==> src/hdl/vhu_pkg.sv <==
// Package for the Vicsek heading update block: constants, tables and shared types.
package vhu_pkg;

    localparam int MaxTermsDefault = 64;
    localparam int CordicSteps = 16;
    localparam int AngleW = 16;
    localparam int AccW = 23;
    localparam int QW = 16;
    localparam int CordW = 34;
    localparam int VecW = 33;
    localparam int ZW = 34;
    localparam int QueueDepth = 4;

    localparam logic signed [AccW-1:0] AccMax = 23'sd4194303;
    localparam logic signed [AccW-1:0] AccMin = -23'sd4194304;
    localparam logic signed [CordW-1:0] GainInv = 34'sd652032874;

    function automatic logic signed [ZW-1:0] arc(input logic [3:0] i);
        logic signed [ZW-1:0] r;
        begin
            case (i)
                4'd0: r = 34'sd536870912;
                4'd1: r = 34'sd316933405;
                4'd2: r = 34'sd167458907;
                4'd3: r = 34'sd85004756;
                4'd4: r = 34'sd42667331;
                4'd5: r = 34'sd21354465;
                4'd6: r = 34'sd10679838;
                4'd7: r = 34'sd5340245;
                4'd8: r = 34'sd2670163;
                4'd9: r = 34'sd1335086;
                4'd10: r = 34'sd667544;
                4'd11: r = 34'sd333772;
                4'd12: r = 34'sd166886;
                4'd13: r = 34'sd83443;
                4'd14: r = 34'sd41721;
                default: r = 34'sd20860;
            endcase
            return r;
        end
    endfunction

    // One classified item handed from the front part to the back part.
    typedef struct packed {
        logic signed [AccW-1:0] cos_sum;
        logic signed [AccW-1:0] sin_sum;
        logic [AngleW-1:0] rnd;
    } run_item_t;

endpackage

==> src/hdl/vhu_queue.sv <==
// Small FIFO between the front and back parts.
module vhu_queue
    import vhu_pkg::*;
(
    input  logic      aclk,
    input  logic      aresetn,
    input  logic      push,
    input  run_item_t push_data,
    output logic      room,
    output logic      pop_valid,
    input  logic      pop,
    output run_item_t pop_data
);
    localparam int AW = $clog2(QueueDepth);
    run_item_t mem [QueueDepth];
    logic [AW-1:0] wp_reg, rp_reg;
    logic [AW:0] n_reg;

    // Room is signalled only while fewer than QueueDepth - 1 items are held; without it the front pipeline stalls.
    assign room = n_reg < (AW+1)'(QueueDepth - 1);
    assign pop_valid = n_reg != '0;
    assign pop_data = mem[rp_reg];

    always_ff @(posedge aclk) begin
        if (push) mem[wp_reg] <= push_data;
    end

    always_ff @(posedge aclk) begin
        if (!aresetn) begin
            wp_reg <= '0;
            rp_reg <= '0;
            n_reg <= '0;
        end else begin
            if (push) wp_reg <= wp_reg + 1'b1;
            if (pop && pop_valid) rp_reg <= rp_reg + 1'b1;
            n_reg <= n_reg + (AW+1)'(push) - (AW+1)'(pop && pop_valid);
        end
    end
endmodule

==> config.mk <==
export PLATFORM = sky130hd
export DESIGN_NAME = vhu_queue
export DESIGN_NICKNAME = d
export VERILOG_FILES = /design/src/hdl/vhu_pkg.sv /design/src/hdl/vhu_queue.sv
export SDC_FILE = /design/constraint.sdc
export NUM_CORES = 1
export LEC_CHECK = 0
export BUFFER_PORTS_ARGS = -buffer_cell sky130_fd_sc_hd__clkbuf_2
export CAP_MARGIN = 30
export CORE_MARGIN = 2
export CORE_UTILIZATION = 30
export DETAILED_ROUTE_END_ITERATION = 10
export PLACE_DENSITY_LB_ADDON = 0.2
export SETUP_SLACK_MARGIN = 0.15
export SLEW_MARGIN = 20
export SYNTH_ARGS = -nofsm -noshare
export SYNTH_HDL_FRONTEND = slang
export SYNTH_SLANG_ARGS = --single-unit
==> constraint.sdc <==
create_clock -name aclk -period 7.8 [get_ports aclk]
set_clock_uncertainty 0.2 [all_clocks]
set_input_delay 1.56 -clock aclk [delete_from_list [all_inputs] [get_ports aclk]]
set_output_delay 1.56 -clock aclk [all_outputs]
set_load 0.05 [all_outputs]
# Yosys cells after proc, flatten, opt, wreduce, memory -nomap -nowiden
# Memories as Yosys holds them, arrays and structs flattened. A register that Yosys moved wholly into a read port is not among the register bits.
# Cells that the tools add are included.
# W data, S select, Z words.
[word_totals] in_bits=66 output_inout_bits=64 mem_bits_ro=0 mem_count=1 elab_cells=15 latchBits=0 regBits=7 ramBits=248
[op_classes] mux=4 bitwise=0 add_sub_neg=4 n_reduce_logical=2 magnitude_cmp=1 n_eq_ne=0 n_div=0 n_shift=0 n_mul=0
[memory_table] memory="mem" words=4 width=62 rd=1 rd_clocked_by_memory_dff=1 write_ports=1 line_no="vhu_queue.sv:15" text="run_item_t mem [QueueDepth];"
[ops] op="$add A2 B1 Y2 const B" n=2
[ops] op="$mux W2" n=2
[ops] op="$add A3 B1 Y3" n=1
[ops] op="$lt A3 B2 Y1 const B" n=1
[ops] op="$reduce_bool A3 Y1" n=1
[ops] op="$sub A3 B1 Y3" n=1
[ops] op="$mux W1" n=2
[ops] op="$logic_and A1 B1 Y1" n=1

# Logic depth before layout (Yosys ltp)
[logic_depth] depth_word=4 depth_mapped=7 ltp_nobuf=7

# Worst setup path before layout
# Ideal clock, no wire load.
[synth_timing] path_kind="in2reg" startpoint="in push" endpoint="mem mem[0][0] in the netlist's numbering, enable pin" required_time_ns=7.174 slack_ns=4.152 n_path_buf=0 setup_ns=0.426 t_arrival_ns=3.022 cell_stages=1 path_cell_list="and2_1"
[synth_via] elab_chain_len=2
[synth_lines] element="from (decl)" line_no="vhu_queue.sv:7" text="input logic push,"
[synth_lines] element="$mux W1" line_no="vhu_queue.sv:25" text="if (push) mem[wp_reg] <= push_data;"
[synth_lines] element="$mux W1 (implied by the code)" line_no="vhu_queue.sv:25"
[synth_lines] element="to (decl)" line_no="vhu_queue.sv:15"
# Every way passes these cells.

==> metrics.yaml <==
status:
  outcome: "finished, final reports clean"
synth:
  yosysTopAreaCell: "edfxtp_1"
  synth_top_area_share_pct: 78.5
  seq_area_frac_synth_pct: 80.4
  syn_area_per_cell_um2: 25.6
  ys_ff_latch: 257
  async_reset_ff_share_pct: 0
  synth_common_cells: "248 x edfxtp_1, 60 x mux4_2, 9 x dfxtp_1, 8 x and2_1"
  synth_area_um2: 9490
  syn-num-nets: 445
  synthFlopType: "edfxtp_1"
  ys_top_cells_by_area: "edfxtp_1 78%, mux4_2 14%, dfxtp_1 1.9%"
  synth_warnings: 0
  yosysMostFrequentCell: "edfxtp_1"
  yosysUniqueCellTypes: 21
  synth_edf_count: 248
  synthCells: 371
clock_tree:
  htree_levels: 1
  cts_buffers: 29
  post_cts_buffers: 0
  root_buffer: "clkbuf_16"
  cts.sinks: 257
  cts_resized: 0
  hold_buffers: 0
  insertion_delay_ns: 0.53
  cts_tree: "done"
  cts_max_path_buffers: 3
  clkTransAtPathRegs_ns: 0.06
floorplan:
  ios: 130
  start_util_pct: 30.2
  die_y_um: 182
  die_w_um: 182
  rows: 65
  coreArea_um2: 31400
  dieArea_um2: 33100
worst_setup_path:
  r2r-end: "n_reg[2]"
  reg2reg_depth: 7
  crit_chain: "buf_4 -> mux4_1 -> clkbuf_2"
  cp-start-kind: "register"
  crit_type: "register to output port"
  critPathMaxStageDelay_ns: 0.84
  critPathCaptureType: "output port"
  cp_slowest_cell: "dfxtp_4"
  crit_fanout: 35
  r2r-start: "n_reg[1]"
  r2r_slack_ns: 5.58
  worstPathRequired_ns: 6.04
  arrival_ns: 2.89
pwr:
  seqPwrFrac_pct: 43.0
  p_leak_nw: 3.87
  swShare_pct: 30.4
  clkPwrFrac_pct: 34.1
  ir_drop_mv: 0.204
  net-switching-power_mw: 1.17
  p_comb_share_pct: 22.9
  powerDensity_nw_per_um2: 335
  p_int_mw: 2.69
  power.total_mw: 3.86
drt:
  vias_per_cell: 4.50
  drtAntennaViolNets: 0
  vias: 4251
  drt_iter0_markers: 236
  wl_per_cell_um: 18.9
  first_pass_iters: 5
  drc: 0
  drt_wl_total_mm: 17.8
timing:
  hold_viol_final: 0
  worst_pin_slew_ns: 0.765
  slew_headroom_pct: 49.0
  setup_ws_ns: 3.15
  timing.fmax_mhz: 215
  grt_setup_unrepaired: "no"
  setup_tns_ns: 0
  maxSlewViolCount: 0
  setup_viol: 0
  period_minus_slack_ns: 4.65
  fin_crit_sh_pct: 59.6
hold_path:
  min_from: "rp_reg[1]"
  hold_path_class: "register to register"
  worstHoldPathCells: 2
cells_and_area:
  areaGrowthSynthToFinish_pct: 21.4
  insertedDiodeCount: 0
  fin_cells: 944
  largest_reg_flops: 248
  nets: 597
  post_route_cells_drive_above_1_share_pct: 43.9
placement:
  dp_worst_setup_slack_ns: 3.55
  gp_congestion: 0.708
  dp_hpwl_mm: 10.6
  port_buffers: 129
  dp.cells: 894
global_route:
  grt_overflow: 0
  grt_max_degree: 36
  grt_usage_pct: 10.8
  grt_pass1_wl_mm: 27.3
  grt_pass1_vias: 4716
  antenna_found_initial: 0
job:
  timing.max_cap.violations: 0
==> per-layer routing <==
layer / routed length [um] / global-route usage [%] / vias to the layer above
li1: - / - / 1885
met1: 7500 / 13.2 / 2230
met2: 8830 / 18.6 / 112
met3: 1140 / 3.25 / 24
met4: 351 / 2.81 / 0
met5: 0 / 0 / -
==> worst max-delay path: cells and delay by family, from the launching register on <==
kind,cells,cell delay (ns)
buffers and inverters,2,0.88
flip-flops,1,0.84
multiplexers,1,0.62
==> how the worst max path moves through the flow <==
stage                    to  slack [ns]  depth (start not counted)
2_1_floorplan     mem[0][0]        4.15                          1
3_3_place_gp   pop_data[61]        3.54                          3
3_5_place_dp   pop_data[61]        3.55                          3
4_1_cts        pop_data[61]        2.97                          3
5_1_grt        pop_data[61]        2.87                          3
6_report       pop_data[61]        3.15                          3
==> power groups by stage <==
stage	sequential (mW)	combinational (mW)	clock, mW
2_1_floorplan	1.64	0.783	0
3_3_place_gp	1.71	0.869	0
3_5_place_dp	1.70	0.899	0
4_1_cts	1.67	0.901	1.36
5_1_grt	1.68	0.934	1.42
6_report	1.66	0.883	1.32
==> cell type report <==
class	instances	area, um2
Clock buffer	39	763
Clock inverter	11	158
Fill cell	2912	19900
Inverter	7	26.3
Multi-Input combinational cell	93	1680
Sequential cell	257	7630
Tap cell	402	503
Timing Repair Buffer	135	753
==> kinds of logic after synthesis <==
| logic type | Yosys count | share of synthesized area, % |
|---|---|---|
| xor+xnor | 2 | 0.185 |
| buf+inv | 21 | 2.02 |
| simple gates | 14 | 0.857 |
| compound gates | 3 | 0.237 |
| flops | 257 | 80.4 |
| fa+ha+maj | 8 | 1.13 |
| mux | 66 | 15.2 |
==> cells in the final DEF (no fill, tap or decap) <==
master	n
a21oi_1	1
and2_1	4
and2_4	4
buf_12	5
buf_4	1
bufinv_16	4
clkbuf_1	10
clkbuf_16	29
clkbuf_2	129
clkinv_1	3
clkinv_2	2
clkinvlp_4	1
dfxtp_1	7
dfxtp_4	2
edfxtp_1	248
fa_1	1
ha_1	7
inv_1	7
inv_6	1
mux2i_1	4
mux4_1	2
mux4_2	60
nand2_1	2
nand2b_1	2
nand3_1	1
nor2b_1	1
o311ai_0	1
o31a_1	1
xor2_1	2
==> per-stage QoR <==
stage                     hold WS [ns]  util, %  area [um2]
final                            0.277     36.7       11500
after global routing             0.319     36.7       11500
after CTS                        0.281     36.7       11500
after detailed placement         0.269     33.8       10600
after global placement           0.252     33.4       10500
after floorplan                  0.249        -        9490
Power figures use the tool's default switching activity.
