## src/hdl/vhu_pkg.sv

```systemverilog
// Package for the Vicsek heading update block: constants, tables and shared types.
package vhu_pkg;

    localparam int MaxTermsDefault = 64;
    localparam int CordicSteps = 16;
    localparam int AngleW = 16;
    localparam int AccW = 23;
    localparam int QW = 16;
    localparam int CordW = 34;
    localparam int VecW = 33;
    localparam int ZW = 34;
    localparam int QueueDepth = 4;

    localparam logic signed [AccW-1:0] AccMax = 23'sd4194303;
    localparam logic signed [AccW-1:0] AccMin = -23'sd4194304;
    localparam logic signed [CordW-1:0] GainInv = 34'sd652032874;

    function automatic logic signed [ZW-1:0] arc(input logic [3:0] i);
        logic signed [ZW-1:0] r;
        begin
            case (i)
                4'd0: r = 34'sd536870912;
                4'd1: r = 34'sd316933405;
                4'd2: r = 34'sd167458907;
                4'd3: r = 34'sd85004756;
                4'd4: r = 34'sd42667331;
                4'd5: r = 34'sd21354465;
                4'd6: r = 34'sd10679838;
                4'd7: r = 34'sd5340245;
                4'd8: r = 34'sd2670163;
                4'd9: r = 34'sd1335086;
                4'd10: r = 34'sd667544;
                4'd11: r = 34'sd333772;
                4'd12: r = 34'sd166886;
                4'd13: r = 34'sd83443;
                4'd14: r = 34'sd41721;
                default: r = 34'sd20860;
            endcase
            return r;
        end
    endfunction

    // One classified item handed from the front part to the back part.
    typedef struct packed {
        logic signed [AccW-1:0] cos_sum;
        logic signed [AccW-1:0] sin_sum;
        logic [AngleW-1:0] rnd;
    } run_item_t;

endpackage

```

## src/hdl/vhu_back.sv

```systemverilog
// Back part: iterative vectoring CORDIC for the mean angle, noise add, output register.
module vhu_back
    import vhu_pkg::*;
(
    input  logic              aclk,
    input  logic              aresetn,
    input  logic [AngleW-1:0] noise_amp,
    input  logic              q_valid,
    output logic              q_pop,
    input  run_item_t         q_data,
    output logic              m_valid,
    input  logic              m_ready,
    output logic [AngleW-1:0] m_new_heading
);
    logic busy_reg;
    logic [4:0] step_reg;
    logic signed [VecW-1:0] x_reg, y_reg;
    logic signed [ZW-1:0] z_reg;
    logic zero_reg;
    logic signed [33:0] noise_reg;
    logic ov_reg;
    logic [AngleW-1:0] od_reg;

    logic done;
    assign done = busy_reg && step_reg == 5'(CordicSteps);
    assign q_pop = q_valid && !busy_reg;

    logic signed [VecW-1:0] xi, yi, dx, dy;
    assign xi = VecW'(q_data.cos_sum) <<< 8;
    assign yi = VecW'(q_data.sin_sum) <<< 8;
    assign dx = y_reg >>> step_reg[3:0];
    assign dy = x_reg >>> step_reg[3:0];

    logic signed [33:0] prod;
    assign prod = ($signed({1'b0, q_data.rnd}) - 34'sd32768) * $signed({18'd0, noise_amp});

    logic signed [ZW-1:0] zr;
    logic [AngleW-1:0] mean, noise;
    always_comb begin
        zr = z_reg + ZW'(32768);
        mean = zero_reg ? '0 : zr[31:16];
        noise = noise_reg[31:16];
    end

    always_ff @(posedge aclk) begin
        if (!aresetn) begin
            busy_reg <= 1'b0;
            step_reg <= '0;
            ov_reg <= 1'b0;
        end else begin
            if (q_pop) begin
                busy_reg <= 1'b1;
                step_reg <= '0;
            end else if (done && (!ov_reg || m_ready)) begin
                busy_reg <= 1'b0;
            end else if (busy_reg && !done) begin
                step_reg <= step_reg + 1'b1;
            end
            if (done && (!ov_reg || m_ready)) ov_reg <= 1'b1;
            else if (m_ready) ov_reg <= 1'b0;
        end
    end

    always_ff @(posedge aclk) begin
        if (q_pop) begin
            zero_reg <= q_data.cos_sum == '0 && q_data.sin_sum == '0;
            noise_reg <= prod;
            if (xi[VecW-1]) begin
                x_reg <= -xi;
                y_reg <= -yi;
                z_reg <= 34'sd2147483648;
            end else begin
                x_reg <= xi;
                y_reg <= yi;
                z_reg <= '0;
            end
        end else if (busy_reg && !done) begin
            if (y_reg[VecW-1]) begin
                x_reg <= x_reg - dx;
                y_reg <= y_reg + dy;
                z_reg <= z_reg - arc(step_reg[3:0]);
            end else begin
                x_reg <= x_reg + dx;
                y_reg <= y_reg - dy;
                z_reg <= z_reg + arc(step_reg[3:0]);
            end
        end
        if (done && (!ov_reg || m_ready)) od_reg <= mean + noise;
    end

    assign m_valid = ov_reg;
    assign m_new_heading = od_reg;
endmodule

```

## config.mk

```make
export PLATFORM = sky130hd
export DESIGN_NAME = vhu_back
export DESIGN_NICKNAME = d
export VERILOG_FILES = /design/src/hdl/vhu_pkg.sv /design/src/hdl/vhu_back.sv
export SDC_FILE = /design/constraint.sdc
export NUM_CORES = 2
export LEC_CHECK = 0
export BUFFER_PORTS_ARGS = -buffer_cell sky130_fd_sc_hd__buf_2
export CAP_MARGIN = 10
export CORE_UTILIZATION = 40
export DETAILED_ROUTE_END_ITERATION = 6
export SYNTH_ARGS = -nofsm -noshare
export SYNTH_HDL_FRONTEND = slang
export SYNTH_SLANG_ARGS = --single-unit
export TNS_END_PERCENT = 5
```

## constraint.sdc

```tcl
create_clock -name aclk -period 15.9 [get_ports aclk]
set_input_delay 1.59 -clock aclk [delete_from_list [all_inputs] [get_ports aclk]]
set_output_delay 1.59 -clock aclk [all_outputs]
set_load 0.005 [all_outputs]
```

## Word-level counts from Yosys, hierarchy flattened

Memory sizes are Yosys's and may differ from the RTL's. A register that Yosys moved wholly into a read port is not among the register bits.
Index checks and enable logic that the tools add are counted.

- Mux-type cells: 27
- Bitwise operators: 2
- Reductions and logical operators: 16
- Equal/unequal tests: 1
- Shifts and indexed selects: 2
- Add/subtract/negate cells: 12
- $mul: 1

Operators with widths:

| kind | number |
|---|---|
| two-way mux 34 bit | 9 |
| two-way mux 33 bit | 8 |
| adder 33 bit | 2 |
| negation 31 -> 33 bit | 2 |
| >>> shifter 33 x 4 -> 33 bit | 2 |
| subtractor 33 bit | 2 |
| logical NOT 23 bit | 2 |
| adder 34 bit | 1 |
| subtractor 34 bit | 1 |
| adder 32 x 17 -> 32 bit, second input constant | 1 |
| multiplier 17 x 17 -> 32 bit | 1 |
| two-way mux 32 bit | 1 |
| subtractor 16 x 16 -> 17 bit, second input constant | 1 |
| adder 16 bit | 1 |
| two-way mux 16 bit | 1 |
| two-way mux 4 bit | 4 |
| nonzero test 2 bit | 3 |
| adder 5 x 1 -> 5 bit, second input constant | 1 |
| == test 5 bit, second input constant | 1 |
| logical AND 1 bit | 5 |
| two-way mux 1 bit | 4 |
| logical NOT 1 bit | 3 |
| NOT 1 bit | 2 |
| AND reduction 2 bit | 1 |
| 2 further kinds | 2 |

- Memories: 2
- Output and inout port bits: 18
- Bits in registers: 156
- Bits in read-only memories: 960
- Input port bits: 82

Memories:

| memory | words | bits a word | read ports | clocked after Yosys merged registers in | write ports | RTL line | text |
|---|---|---|---|---|---|---|---|
| (no name shown) | 16 | 30 | 1 | 1 | 0 | vhu_pkg.sv:21 | `case (i)` |
| (no name shown) | 16 | 30 | 1 | 1 | 0 | vhu_pkg.sv:21 |  |

## Longest topological paths before layout

- Depth after elaboration: 10
- Mapped depth: 25
- Mapped depth without buffers: 23

## Worst setup path after synthesis

OpenSTA, ideal clock, no wires.

- Path type: in2reg
- From: input port q_data[3] in the netlist's numbering
- To: register noise_reg[31], data pin
- Data required time: 15.640 ns
- Slack: 8.334 ns
- Setup time: 0.260 ns
- Arrival: 7.306 ns
- Path buffers: 1
- Stages: 22
- Cell sequence: clkbuf_1 -> and2_1 -> fa_1 -> inv_1 -> fa_1 -> inv_1 -> fa_1 -> fa_1 -> fa_1 -> inv_1 -> fa_1 -> inv_1 -> ha_1 -> a21o_1 -> a21o_1 -> a21oi_1 -> a2bb2oi_1 -> a31oi_1 -> o41ai_1 -> o2111ai_1 -> a21oi_1 -> xnor2_1

- Longest elaborated chain between the ends: 2

Ends and longest elaborated chain:

| item | RTL line | text |
|---|---|---|
| from (decl) | vhu_back.sv:10 | `input run_item_t q_data,` |
| subtractor 16 x 16 -> 17 bit | vhu_back.sv:35 | `assign prod = ($signed({1'b0, q_data.rnd}) - 34'sd32768) * $signed({18'd0, noise_amp});` |
| multiplier 17 x 17 -> 32 bit | vhu_back.sv:35 |  |
| named net prod[31] | vhu_back.sv:34 | `logic signed [33:0] prod;` |
| to (signal assigned) | vhu_back.sv:67 | `noise_reg <= prod;` |
| to (decl) | vhu_back.sv:20 | `logic signed [33:0] noise_reg;` |

The timed path passes the listed nets, and every way through them passes these cells.
A chain may end at the register's enable or synchronous reset.

## Worst setup path in the final report

Ends and elaborated chain as after synthesis.

==> results.py <==
metrics = {
    "critical_path": {
        "rrSetupSlack_ps": 8530,
        "worstPathCellList": "buf_2 > and2_1 > fa_1 > inv_1 > fa_1 > inv_1 > fa_1 > fa_1 > fa_1 > inv_1 > fa_1 > inv_1 > ha_1 > a21o_1 > a21o_1 > a21oi_1 > a2bb2oi_1 > a31oi_1 > o41ai_1 > o2111ai_1 > a21oi_1 > xnor2_1",
        "critPathBufInv": 5,
        "regToRegEndpoint": "x_reg[30]",
        "worstPathRequired_ps": 16140,
        "path_class": "input port to register",
        "r2r_cells": 20,
        "crit_family": "adder cells",
        "path_max_fanout": 16,
        "cp-start-kind": "input port",
        "crit_top_cell": "fa_1",
        "cp-startpoint": "q_data[3]",
        "r2r_start": "step_reg[1]",
        "worstPathArrival_ps": 7900,
        "crit_slowest_cell": "o41ai_1",
        "slowest_delay_ps": 590,
        "endpoint_kind": "register",
    },
    "logic_synthesis": {
        "synth-seq-area-share_pct": 16.8,
        "synth_ff_type": "edfxtp_1",
        "postSynthAreaPerCell_sq_um": 8.93,
        "syn_area_sq_um": 27900,
        "syn_nets": 3671,
        "async_flop_share_pct": 0,
        "synthCells": 3122,
        "yosysWarnings": 0,
        "synth_cell_type_count": 94,
        "synth-seq-cells": 168,
        "synth_edf_count": 131,
    },
    "drt": {
        "drt-total-wl_mm": 72.0,
        "dr.pass1.iters": 5,
        "drt_iter0_drc": 1728,
        "wl_per_cell_um": 17.7,
        "viasPerCell": 5.41,
        "drcViolationCount": 0,
        "vias": 22000,
        "antenna_left": 0,
    },
    "hold_path": {
        "whs_path_depth": 2,
        "hp-start": "m_valid",
        "min-delay-path-class": "register to register",
        "min_to": "m_valid",
    },
    "clock_network": {
        "holdBufCountCts": 0,
        "postCtsSetupRepairBufs": 0,
        "cts.htree.levels": 4,
        "cts_tree": "built",
        "clk_pin_slew_ps": 70,
        "cts_made_buffers": 17,
        "clock-sinks": 168,
        "clockBufferDepth": 2,
        "clockRootBuffer": "clkbuf_16",
        "clk_latency_ps": 500,
        "post_cts_resized": 0,
    },
    "cells_and_area": {
        "area_growth_pct": 6.44,
        "instances_no_fill": 4069,
        "fin_nets": 3674,
        "utilization_pct": 43.2,
        "drive_above_1_share_pct": 9.05,
        "diodes": 0,
        "fillers": 6865,
    },
    "timing": {
        "finalClockSkew_ps": 14.4,
        "rsz0062_at_grt": "false",
        "min_period_ps": 7660,
        "tightest_slew_ps": 1120,
        "finalSetupTns_ps": 0,
        "fmax_mhz": 131,
        "slew_headroom_pct": 25.3,
        "whs_ps": 515,
        "post-route-period-util_pct": 48.2,
        "finalSetupViolCount": 0,
        "slew_violations": 0,
        "hold_viol": 0,
    },
    "grt": {
        "grt_pass1_vias": 21400,
        "grt.overflow.total": 0,
        "grt_usage_pct": 20.8,
        "antenna_found_initial": 4,
        "grt_first_pass_wirelength_mm": 116,
        "grt_max_degree": 76,
    },
    "die": {
        "dieArea_sq_um": 70700,
        "core_sq_um": 68700,
        "start_util_pct": 40.6,
        "ios": 100,
        "fp.dieH_um": 266,
        "rows": 96,
        "fp.dieW_um": 266,
    },
    "placement": {
        "gp_congestion": 0.879,
        "dpl.cell_count": 4037,
        "io_buffer_count": 99,
        "hpwl_mm": 56.8,
    },
    "run_status": {
        "outcome": "complete, no violations",
    },
    "run": {
        "drv_cap": 0,
    },
}
cells by family (layout without fill, tap and decap cells):
family,count (synthesis),after routing,synth area share [%]
fa+ha+maj,467,467,28.0
mux,165,165,9.64
xor+xnor,259,259,8.14
simple gates,968,968,17.1
compound gates,571,571,12.9
buf+inv,524,540,7.48
flops,168,168,16.8
routing by layer:
| layer | wire length, um | GRT usage, % | up-vias |
|---|---|---|---|
| met4 | 1260 | 5.09 | 8 |
| met3 | 5030 | 5.30 | 85 |
| met2 | 30800 | 31.0 | 604 |
| met5 | 46 | 0 | - |
| li1 | - | - | 10700 |
| met1 | 34900 | 29.8 | 10600 |
layout make-up:
type / count / area [sq um] / area share [%]
Multi-Input combinational cell: 2430 / 21100 / 71.2
Sequential cell: 168 / 4680 / 15.8
Inverter: 394 / 1480 / 4.99
Tap cell: 931 / 1160 / 3.93
Timing Repair Buffer: 114 / 608 / 2.05
Clock buffer: 18 / 429 / 1.45
Clock inverter: 14 / 171 / 0.578
metrics by stage:
stage	setup WS, ps	instance area, sq um
floorplan	8330	27900
global placement	7820	29100
detailed placement	7760	29100
CTS	8300	29700
global route	7890	29700
finish	8240	29700
tightest hold or removal path, cell delays in order, from the launching register on:
cell and delay [ps]:
dfxtp_1 310, nand2b_1 80, a21boi_0 80
cell usage in the layout, fill, tap and decap left out, drive strengths merged, types with 35 or more instances in the layout:
cell    instances
a21oi         187
o21ai         134
ha            205
nand2b         48
buf           114
nor3           49
xnor2         170
mux2           35
nand2         314
and2          142
nor2          217
edfxtp        131
fa            262
dfxtp          37
xor2           89
nand3          62
a21o           40
inv           398
mux4           78
mux2i          52
cell usage after synthesis, types with 28 or more instances:
library cell / count / area [sq um]
inv_1: 392 / 1470
edfxtp_1: 131 / 3930
nand2_1: 313 / 1170
o21ai_0: 125 / 626
xnor2_1: 170 / 1490
mux4_2: 78 / 1760
nand2b_1: 48 / 300
dfxtp_1: 37 / 741
clkbuf_1: 76 / 285
a31oi_1: 28 / 175
a21oi_1: 186 / 931
a21o_1: 40 / 300
nor2_1: 217 / 815
nor3_1: 46 / 230
ha_1: 205 / 2560
nor2b_1: 28 / 175
and2_1: 141 / 882
xor2_1: 89 / 780
mux2i_1: 48 / 480
fa_1: 262 / 5250
nand3_1: 62 / 310
worst max-delay path by stage:
stage | endpoint | slack [ps] | cells after the start
global placement | noise_reg[31] | 7820 | 22
detailed placement | noise_reg[31] | 7760 | 22
floorplan | noise_reg[31] | 8330 | 22
finish | noise_reg[31] | 8240 | 22
global route | x_reg[30] | 7890 | 20
CTS | noise_reg[31] | 8300 | 22
Power is left out: the tool's default activity adds up to more than one toggle a clock period on the data nets, which glitch-free logic cannot reach.
