[src/hdl/vhu_pkg.sv]
// Package for the Vicsek heading update block: constants, tables and shared types.
package vhu_pkg;

    localparam int MaxTermsDefault = 64;
    localparam int CordicSteps = 16;
    localparam int AngleW = 16;
    localparam int AccW = 23;
    localparam int QW = 16;
    localparam int CordW = 34;
    localparam int VecW = 33;
    localparam int ZW = 34;
    localparam int QueueDepth = 4;

    localparam logic signed [AccW-1:0] AccMax = 23'sd4194303;
    localparam logic signed [AccW-1:0] AccMin = -23'sd4194304;
    localparam logic signed [CordW-1:0] GainInv = 34'sd652032874;

    function automatic logic signed [ZW-1:0] arc(input logic [3:0] i);
        logic signed [ZW-1:0] r;
        begin
            case (i)
                4'd0: r = 34'sd536870912;
                4'd1: r = 34'sd316933405;
                4'd2: r = 34'sd167458907;
                4'd3: r = 34'sd85004756;
                4'd4: r = 34'sd42667331;
                4'd5: r = 34'sd21354465;
                4'd6: r = 34'sd10679838;
                4'd7: r = 34'sd5340245;
                4'd8: r = 34'sd2670163;
                4'd9: r = 34'sd1335086;
                4'd10: r = 34'sd667544;
                4'd11: r = 34'sd333772;
                4'd12: r = 34'sd166886;
                4'd13: r = 34'sd83443;
                4'd14: r = 34'sd41721;
                default: r = 34'sd20860;
            endcase
            return r;
        end
    endfunction

    // One classified item handed from the front part to the back part.
    typedef struct packed {
        logic signed [AccW-1:0] cos_sum;
        logic signed [AccW-1:0] sin_sum;
        logic [AngleW-1:0] rnd;
    } run_item_t;

endpackage

[src/hdl/vhu_sincos.sv]
// Pipelined rotation-mode CORDIC producing Q1.15 cosine and sine of an angle.
module vhu_sincos
    import vhu_pkg::*;
(
    input  logic                   aclk,
    input  logic                   aresetn,
    input  logic                   en,
    input  logic                   in_valid,
    input  logic [AngleW-1:0]      angle,
    input  logic                   in_tag,
    input  logic [AngleW-1:0]      in_rnd,
    output logic                   out_valid,
    output logic                   out_tag,
    output logic [AngleW-1:0]      out_rnd,
    output logic signed [QW-1:0]   cos_q,
    output logic signed [QW-1:0]   sin_q
);
    logic signed [CordW-1:0] x_reg [CordicSteps+1];
    logic signed [CordW-1:0] y_reg [CordicSteps+1];
    logic signed [ZW-1:0]    z_reg [CordicSteps+1];
    logic [1:0]              q_reg [CordicSteps+1];
    logic                    v_reg [CordicSteps+1];
    logic                    t_reg [CordicSteps+1];
    logic [AngleW-1:0]       r_reg [CordicSteps+1];

    always_ff @(posedge aclk) begin
        if (en) begin
            x_reg[0] <= GainInv;
            y_reg[0] <= '0;
            z_reg[0] <= ZW'({angle[13:0], 16'd0});
            q_reg[0] <= angle[15:14];
            t_reg[0] <= in_tag;
            r_reg[0] <= in_rnd;
        end
    end

    always_ff @(posedge aclk) begin
        if (!aresetn) begin
            for (int k = 0; k <= CordicSteps; k++) v_reg[k] <= 1'b0;
        end else if (en) begin
            v_reg[0] <= in_valid;
            for (int k = 1; k <= CordicSteps; k++) v_reg[k] <= v_reg[k-1];
        end
    end

    for (genvar i = 0; i < CordicSteps; i++) begin : g_stage
        logic signed [CordW-1:0] dx, dy;
        assign dx = y_reg[i] >>> i;
        assign dy = x_reg[i] >>> i;
        always_ff @(posedge aclk) begin
            if (en) begin
                if (!z_reg[i][ZW-1]) begin
                    x_reg[i+1] <= x_reg[i] - dx;
                    y_reg[i+1] <= y_reg[i] + dy;
                    z_reg[i+1] <= z_reg[i] - arc(4'(i));
                end else begin
                    x_reg[i+1] <= x_reg[i] + dx;
                    y_reg[i+1] <= y_reg[i] - dy;
                    z_reg[i+1] <= z_reg[i] + arc(4'(i));
                end
                q_reg[i+1] <= q_reg[i];
                t_reg[i+1] <= t_reg[i];
                r_reg[i+1] <= r_reg[i];
            end
        end
    end

    logic signed [CordW-1:0] xr, yr, xs, ys;
    always_comb begin
        xr = x_reg[CordicSteps];
        yr = y_reg[CordicSteps];
        case (q_reg[CordicSteps])
            2'd1: begin xs = -yr; ys = xr; end
            2'd2: begin xs = -xr; ys = -yr; end
            2'd3: begin xs = yr;  ys = -xr; end
            default: begin xs = xr; ys = yr; end
        endcase
    end

    function automatic logic signed [QW-1:0] to_q15(input logic signed [CordW-1:0] v);
        logic signed [CordW-1:0] r;
        begin
            r = (v + CordW'(16384)) >>> 15;
            if (r > CordW'(32767)) return 16'sh7FFF;
            if (r < -CordW'(32768)) return 16'sh8000;
            return r[QW-1:0];
        end
    endfunction

    assign cos_q = to_q15(xs);
    assign sin_q = to_q15(ys);
    assign out_valid = v_reg[CordicSteps];
    assign out_tag = t_reg[CordicSteps];
    assign out_rnd = r_reg[CordicSteps];
endmodule

[src/hdl/vhu_front.sv]
// Front part: sine/cosine pipeline plus saturating accumulators, closes runs into the queue.
module vhu_front
    import vhu_pkg::*;
#(
    parameter int MAX_TERMS = MaxTermsDefault
) (
    input  logic              aclk,
    input  logic              aresetn,
    input  logic              s_valid,
    output logic              s_ready,
    input  logic [AngleW-1:0] s_heading_angle,
    input  logic [AngleW-1:0] s_random_word,
    input  logic              s_last_term,
    input  logic              q_room,
    output logic              q_push,
    output run_item_t         q_data
);
    localparam int CntW = $clog2(MAX_TERMS + 1);

    logic [CntW-1:0] cnt_reg, cnt_next;
    logic signed [AccW-1:0] cs_reg, ss_reg, cs_next, ss_next;
    logic en, acc_ok, take;
    logic pv, pt;
    logic [AngleW-1:0] pr;
    logic signed [QW-1:0] c, s;

    // The pipeline only advances when the queue can absorb whatever leaves it.
    assign en = q_room;
    assign s_ready = en;
    assign take = s_valid && s_ready;
    assign acc_ok = cnt_reg < CntW'(MAX_TERMS);

    // Terms past the limit enter with the accumulate flag cleared; the flag
    // travels in a shift register beside the pipeline.
    logic tag_in;
    logic lim_in;
    assign lim_in = acc_ok;
    assign tag_in = s_last_term;

    logic [CordicSteps:0] lim_sr;
    vhu_sincos u_sc (
        .aclk(aclk), .aresetn(aresetn), .en(en), .in_valid(take),
        .angle(s_heading_angle), .in_tag(tag_in), .in_rnd(s_random_word),
        .out_valid(pv), .out_tag(pt), .out_rnd(pr), .cos_q(c), .sin_q(s)
    );

    always_ff @(posedge aclk) begin
        if (en) lim_sr <= {lim_sr[CordicSteps-1:0], lim_in};
    end

    always_comb begin
        cnt_next = cnt_reg;
        if (take) cnt_next = s_last_term ? '0 : (acc_ok ? cnt_reg + 1'b1 : cnt_reg);
    end

    function automatic logic signed [AccW-1:0] sat(input logic signed [AccW-1:0] a,
                                                   input logic signed [QW-1:0] b);
        logic signed [AccW:0] r;
        begin
            r = (AccW+1)'(a) + (AccW+1)'(b);
            if (r > (AccW+1)'(AccMax)) return AccMax;
            if (r < (AccW+1)'(AccMin)) return AccMin;
            return r[AccW-1:0];
        end
    endfunction

    logic signed [AccW-1:0] cs_new, ss_new;
    always_comb begin
        cs_new = lim_sr[CordicSteps] ? sat(cs_reg, c) : cs_reg;
        ss_new = lim_sr[CordicSteps] ? sat(ss_reg, s) : ss_reg;
        cs_next = cs_reg;
        ss_next = ss_reg;
        if (en && pv) begin
            cs_next = pt ? '0 : cs_new;
            ss_next = pt ? '0 : ss_new;
        end
    end

    always_ff @(posedge aclk) begin
        if (!aresetn) begin
            cnt_reg <= '0;
            cs_reg <= '0;
            ss_reg <= '0;
        end else begin
            cnt_reg <= cnt_next;
            cs_reg <= cs_next;
            ss_reg <= ss_next;
        end
    end

    assign q_push = en && pv && pt;
    assign q_data = '{cos_sum: cs_new, sin_sum: ss_new, rnd: pr};
endmodule

[config.mk]
export PLATFORM = sky130hd
export DESIGN_NAME = vhu_front
export DESIGN_NICKNAME = d
export VERILOG_FILES = /design/src/hdl/vhu_pkg.sv /design/src/hdl/vhu_sincos.sv /design/src/hdl/vhu_front.sv
export SDC_FILE = /design/constraint.sdc
export NUM_CORES = 2
export LEC_CHECK = 0
export BUFFER_PORTS_ARGS = -buffer_cell sky130_fd_sc_hd__buf_4
export CAP_MARGIN = 10
export CORE_ASPECT_RATIO = 1.2
export CORE_UTILIZATION = 50
export CTS_BUF_LIST = sky130_fd_sc_hd__clkbuf_8
export DETAILED_ROUTE_END_ITERATION = 10
export GPL_TIMING_DRIVEN = 0
export PLACE_DENSITY = 0.75
export SETUP_SLACK_MARGIN = 0.2
export SLEW_MARGIN = 20
export SYNTH_ARGS = -nofsm -noshare
export SYNTH_HDL_FRONTEND = slang
export SYNTH_SLANG_ARGS = --single-unit
export TNS_END_PERCENT = 30
[constraint.sdc]
create_clock -name aclk -period 8.4 [get_ports aclk]
set_clock_uncertainty 0.2 [all_clocks]
set_input_delay 0.84 -clock aclk [delete_from_list [all_inputs] [get_ports aclk]]
set_output_delay 0.84 -clock aclk [all_outputs]
set_load 0.02 [all_outputs]
Yosys cells after proc, flatten, opt, wreduce, memory -nomap -nowiden
Memories as Yosys holds them, arrays and structs flattened. Cells that the tools add are included.

Eq/ne operators: 3. Bitwise operators: 65. Muxes and demuxes: 202. $lt $le $gt $ge: 9. Reduce and logical (&&, ||, !) cells: 5. Add/subtract/negate cells: 102.

Operators by type and width (number): $mux W34 (48); $mux W23 (12); $pmux W34 S3 (2); $mux W1 (130); $mux W16 (8); $add A34 B16 Y34 const B (3); $add A34 B19 Y34 (2); $add A34 B20 Y34 (2); $add A34 B21 Y34 (2); $add A34 B22 Y34 (2); $add A34 B23 Y34 (2); $add A34 B24 Y34 (2); $add A34 B25 Y34 (2); $add A34 B26 Y34 (2); $add A34 B27 Y34 (2); $add A34 B28 Y34 (2); $add A34 B29 Y34 (2); $add A34 B30 Y34 (2); $add A34 B31 Y34 (2); $add A34 B32 Y34 (2); $add A34 B33 Y34 (2); $neg A34 Y34 (2); $sub A34 B19 Y34 (2); $sub A34 B20 Y34 (2); other kinds (60) (147).

Memories kept: 7. Register bits: 70. Input port bits: 37. Output and inout port bits: 64. Memory bits (writable): 2074.

Memory list: u_sc.x_reg (words 17, bits a word 34, read ports 17, clocked after memory_dff 0, write ports 17, line vhu_sincos.sv:18) `logic signed [CordW-1:0] x_reg [CordicSteps+1];`; u_sc.y_reg (words 17, bits a word 34, read ports 17, clocked after memory_dff 0, write ports 17, line vhu_sincos.sv:19) `logic signed [CordW-1:0] y_reg [CordicSteps+1];`; u_sc.z_reg (words 17, bits a word 34, read ports 16, clocked after memory_dff 0, write ports 17, line vhu_sincos.sv:20) `logic signed [ZW-1:0] z_reg [CordicSteps+1];`; u_sc.r_reg (words 17, bits a word 16, read ports 17, clocked after memory_dff 0, write ports 17, line vhu_sincos.sv:24) `logic [AngleW-1:0] r_reg [CordicSteps+1];`; u_sc.q_reg (words 17, bits a word 2, read ports 17, clocked after memory_dff 0, write ports 17, line vhu_sincos.sv:21) `logic [1:0] q_reg [CordicSteps+1];`; u_sc.t_reg (words 17, bits a word 1, read ports 17, clocked after memory_dff 0, write ports 17, line vhu_sincos.sv:23) `logic t_reg [CordicSteps+1];`; 1 more memories.

Longest topological paths before layout
Depth in word-level cells: 16. Mapped depth: 34. Depth with buffers taken out: 30.

Modules after synthesis
A second synthesis with hierarchy kept.

Cells, all modules: 13221. Area, all modules: 133661.9 um2.

Modules (own cells, without submodules): vhu_sincos (times used 1, seq. area each 52100.0 um2, cells an instance 12566, area each 128062.8 um2); vhu_front (times used 1, seq. area each 1571.5 um2, cells an instance 655, area each 5599.1 um2).

Least setup slack after synthesis
No wires, ideal clock.

Path kind: flip-flop to output port. From: mem u_sc.x_reg[16][1]. To: out q_data[47] (netlist name). Slack: -328 ps. Arrival: 7688 ps. Cell stages (with the launch flop): 31. Path buffers: 3. Path through: edfxtp_1 -> nor4_2 -> or4b_1 -> buf_2 -> or4_4 -> a31oi_4 -> o211ai_1 -> nor4_2 -> nand3_1 -> nor4_1 -> nand2_1 -> nand3_1 -> a21boi_0 -> or4_1 -> clkbuf_1 -> o31ai_1 -> ha_1 -> a21o_1 -> a21oi_1 -> o211a_1 -> nor3_1 -> nor4b_1 -> o31ai_1 -> a21oi_1 -> or2_2 -> a32oi_1 -> a311oi_1 -> nor2_1 -> buf_2 -> maj3_1 -> mux2_2.

RTL lines: start, declared (line vhu_sincos.sv:18); end, declared (line vhu_front.sv:16) `output run_item_t q_data`.

==> impl_summary.log <==
[metrics] most common cell in the netlist: sky130_fd_sc_hd__edfxtp_1
[metrics] Main synth FF type: sky130_fd_sc_hd__edfxtp_1
[metrics] number of flip-flops in the largest register: 477
[metrics] post-layout instance count excluding filler cells: about 18000
[metrics] Core Box Area: 263000 um^2
[metrics] total overflow reported by the global router: 0
[metrics] startpoint of the lowest-slack hold path: q_room
[metrics] post-route clock period utilization: 1.16
[metrics] boundary pin count: 101
[metrics] maximum number of pins on one net before global-route repair: 108
[metrics] Final TNS setup: -54.34 ns
[metrics] endpoint of the worst hold-timing path: lim_sr[15]
[metrics] clock tree from TritonCTS: yes
[metrics] number of global-route vias before repair: ~100000
[metrics] DRC violation total after the first TritonRoute iteration: 5961
[metrics] fraction of registers with async set/reset: 0
[metrics] final RePlAce weighted congestion: 1.00
[metrics] top cell type by total area after synthesis: sky130_fd_sc_hd__edfxtp_1
[metrics] layout cells sized above 1: 0.0909
[metrics] Final Slew Violations: 0
[metrics] Port Buffer Count: 100
[metrics] total setup violations reported at the end of the flow: 47
[metrics] Worst slew margin: 0.191
[metrics] synthesis-stage register bit count: between 1500 and 2000
[metrics] DRC violation count after routing: 0
[metrics] Max-Cap Viols: 0
[metrics] number of buffers created by CTS: approximately 310
[metrics] multi-input gate area in the final layout: 78000 um^2
[metrics] Hold Fails Final Rpt: 0
[metrics] transition time of the tightest slew-check pin: 1.21 ns
[metrics] detailed-router iteration count before antenna repair: 8
[metrics] master cell of the clock root buffer: sky130_fd_sc_hd__clkbuf_8
[metrics] signed area change from the synthesized netlist to the final layout: 12.1%
[metrics] WP data arrival: 8.66 ns
[metrics] instance count along the most critical hold path: 1
[metrics] final setup margin: -1.30 ns
[metrics] Synth Cell Area: 133000 um^2
[metrics] maximum clock path buffer count: 4
[metrics] DP Wirelength: 252 mm
[metrics] floorplan die area: 268000 um^2
[metrics] worst hold path class: in -> reg
[metrics] Horiz. Die Dim: 473 um
[metrics] Avg Inst Size Synth: 10.1 um^2
[metrics] row count: 206
[metrics] Worst setup SP type: register
[metrics] total instance count after detailed placement: 16800
[metrics] RR Startpoint: u_sc.x_reg[16][2]
[metrics] number of cells on the worst reg-to-reg path: 51
[metrics] vias: 102000
[metrics] Post-Syn Instances: 13200
[metrics] RSZ-0062 raised after global routing: yes
[metrics] Fmax: 103 MHz
[metrics] master of the slowest instance on the critical path: sky130_fd_sc_hd__or4_4
[metrics] antenna violations before repair: 3
[metrics] number of library cell types mapped by synthesis: 101
[metrics] violated checks: negative setup slack
[metrics] biggest area contributors in the synthesized netlist: sky130_fd_sc_hd__edfxtp_1 40%, sky130_fd_sc_hd__ha_1 13%, sky130_fd_sc_hd__xnor2_1 7.8%, sky130_fd_sc_hd__a21oi_1 4.3%, sky130_fd_sc_hd__xor2_1 3.9%
[metrics] count of warnings emitted by yosys: 0
[metrics] CP endpoint kind: output pin
[metrics] register-to-register setup slack: -1.08 ns
[metrics] final critical path time including I/O delays and setup: 9.70 ns
[metrics] starting density of the core: 0.504
[metrics] Antenna Violating Nets Remaining: 0
[metrics] post-detailed-routing wire length: 327 mm
[metrics] H-tree depth: 5
[metrics] data required time at the worst endpoint: 7.36 ns
[metrics] first-pass GRT wire length: approximately 500 mm
[metrics] list of most frequent post-synthesis cells: 1752 x sky130_fd_sc_hd__edfxtp_1, 1365 x sky130_fd_sc_hd__ha_1, 1188 x sky130_fd_sc_hd__xnor2_1, 1129 x sky130_fd_sc_hd__a21oi_1, 1086 x sky130_fd_sc_hd__nor2_1
[metrics] area share of the leading cell type in the synthesized netlist: 0.396
[metrics] die outline height: about 570 um
[metrics] nets@finish: ~15000
[metrics] per-cell via count in the routed design: 5.78
[metrics] Num Clock Sinks: 1805
[metrics] count of fill cells added during filler insertion: 22600
[metrics] largest stage delay on the critical path: 0.58 ns
[metrics] worst-case hold slack: 0.166 ns
[metrics] number of flops mapped to enable cells by yosys: between 1500 and 2000
[metrics] Worst-path clk slew: about 0.070 ns
[metrics] clock latency on the worst-skew pair: 1.00 ns
[metrics] register area share after synthesis: 0.404
[metrics] total routing resource utilization after global routing: 0.235
[metrics] biggest fanout along the worst timing path: 10
[metrics] area of all sequential standard cells: 53700 um^2
[metrics] kind of critical path: reg -> out
[metrics] result of the run: finished with violations
[metrics] Routed WL per cell: 18.6 um
[metrics] reg-to-reg endpoint: ss_reg[12]
==> layer usage <==
metal,vias to the layer above,global-route usage,part of all wire
met5,-,0,0.000040
met2,2714,0.438,0.51
met1,47300,0.242,0.37
li1,50500,-,-
met3,1160,0.0303,0.043
met4,2,0.162,0.075
==> how the worst max path moves through the flow <==
stage                             startpoint                 to  slack (ns)  depth (start not counted)
after floorplan            u_sc.x_reg[16][2]         q_data[31]        0.07                         28
after global placement                q_room  u_sc.z_reg[3][33]       -5.91                         21
after detailed placement   u_sc.y_reg[16][1]         q_data[50]       -2.19                         29
after CTS                 u_sc.y_reg[16][18]         q_data[40]       -1.13                         33
after global routing       u_sc.x_reg[16][2]         q_data[47]       -1.49                         35
final                      u_sc.y_reg[16][2]         q_data[47]       -1.30                         30
==> metrics by stage <==
stage | setup WS (ns) | instance area (um^2) | utilization
finish | -1.30 | 149000 | 0.565
CTS | -1.13 | 148000 | 0.563
detailed placement | -2.19 | 139000 | 0.528
global route | -1.49 | 149000 | 0.565
floorplan | 0.0693 | 133000 | -
global placement | -5.91 | 138000 | 0.525
==> cells by family (layout without fill, tap and decap cells) <==
| kind of cell | Yosys count | in the layout | share of synthesized area |
|---|---|---|---|
| buffers and inverters | 706 | 1603 | 0.0206 |
| multiplexers | 164 | 164 | 0.0145 |
| AO/OA/AOI/OAI | 3568 | 3568 | 0.171 |
| AND/OR/NAND/NOR | 3719 | 3721 | 0.137 |
| other | 1 | 3 | 0.0000282 |
| flip-flops | 1805 | 1805 | 0.404 |
| adder cells (fa/ha/maj) | 1413 | 1413 | 0.135 |
| XOR/XNOR | 1783 | 1783 | 0.118 |
==> final cells by class <==
type / instances / share of cell area
multi-input cells: 10700 / 0.524
flip-flops and latches: 1805 / 0.360
well taps: 3536 / 0.0297
clock buffers: 316 / 0.0292
repair buffers: 356 / 0.0249
inverters: 455 / 0.0115
clock inverters: 225 / 0.0112
plain buffers: 251 / 0.00893
diodes: 1 / 0.0000168
==> layout by cell type, fill, tap and decap left out, types with 45 or more instances in the layout <==
cell type,instances
sky130_fd_sc_hd__and3_1,135
sky130_fd_sc_hd__clkinv_2,51
sky130_fd_sc_hd__o41ai_1,51
sky130_fd_sc_hd__xnor2_1,1187
sky130_fd_sc_hd__o21bai_1,120
sky130_fd_sc_hd__or4_1,47
sky130_fd_sc_hd__nor2b_1,192
sky130_fd_sc_hd__or2_2,73
sky130_fd_sc_hd__nand3_1,251
sky130_fd_sc_hd__a211oi_1,133
sky130_fd_sc_hd__buf_6,80
sky130_fd_sc_hd__nand2_1,742
sky130_fd_sc_hd__dfxtp_1,53
sky130_fd_sc_hd__clkinv_1,54
sky130_fd_sc_hd__nor4_1,89
sky130_fd_sc_hd__o21ai_0,680
sky130_fd_sc_hd__xor2_1,592
sky130_fd_sc_hd__nor2_1,1076
sky130_fd_sc_hd__or3_1,158
sky130_fd_sc_hd__nor3_1,400
sky130_fd_sc_hd__mux2_2,62
sky130_fd_sc_hd__a21boi_0,45
sky130_fd_sc_hd__o211ai_1,66
sky130_fd_sc_hd__inv_1,518
sky130_fd_sc_hd__edfxtp_1,1752
sky130_fd_sc_hd__a21oi_1,1092
sky130_fd_sc_hd__nand4_1,53
sky130_fd_sc_hd__and2_1,89
sky130_fd_sc_hd__mux2i_1,73
sky130_fd_sc_hd__o31ai_1,137
sky130_fd_sc_hd__a31oi_1,95
sky130_fd_sc_hd__buf_4,225
sky130_fd_sc_hd__o21a_1,216
sky130_fd_sc_hd__a21o_1,417
sky130_fd_sc_hd__nand2b_1,218
sky130_fd_sc_hd__clkbuf_8,323
sky130_fd_sc_hd__ha_1,1357
sky130_fd_sc_hd__clkbuf_1,116
==> critical path: cells and delay by family, from the launching register on <==
family          cells  cell delay, ns
buf+inv             4            0.75
simple gates       13            3.52
flops               1            0.42
compound gates     10            2.07
fa+ha+maj           2            0.58
mux                 1            0.31
==> what timing repair did <==
item,CTS,global route
resized for setup,369,103
hold endpoints to repair,35,0
cloned,6,0
buffers inserted,150,34
pin swaps,132,60
endpoints found under the setup margin,208,127
hold buffers,35,0
Power is left out: the tool's default activity adds up to more than one toggle a clock period on the data nets, which glitch-free logic cannot reach.
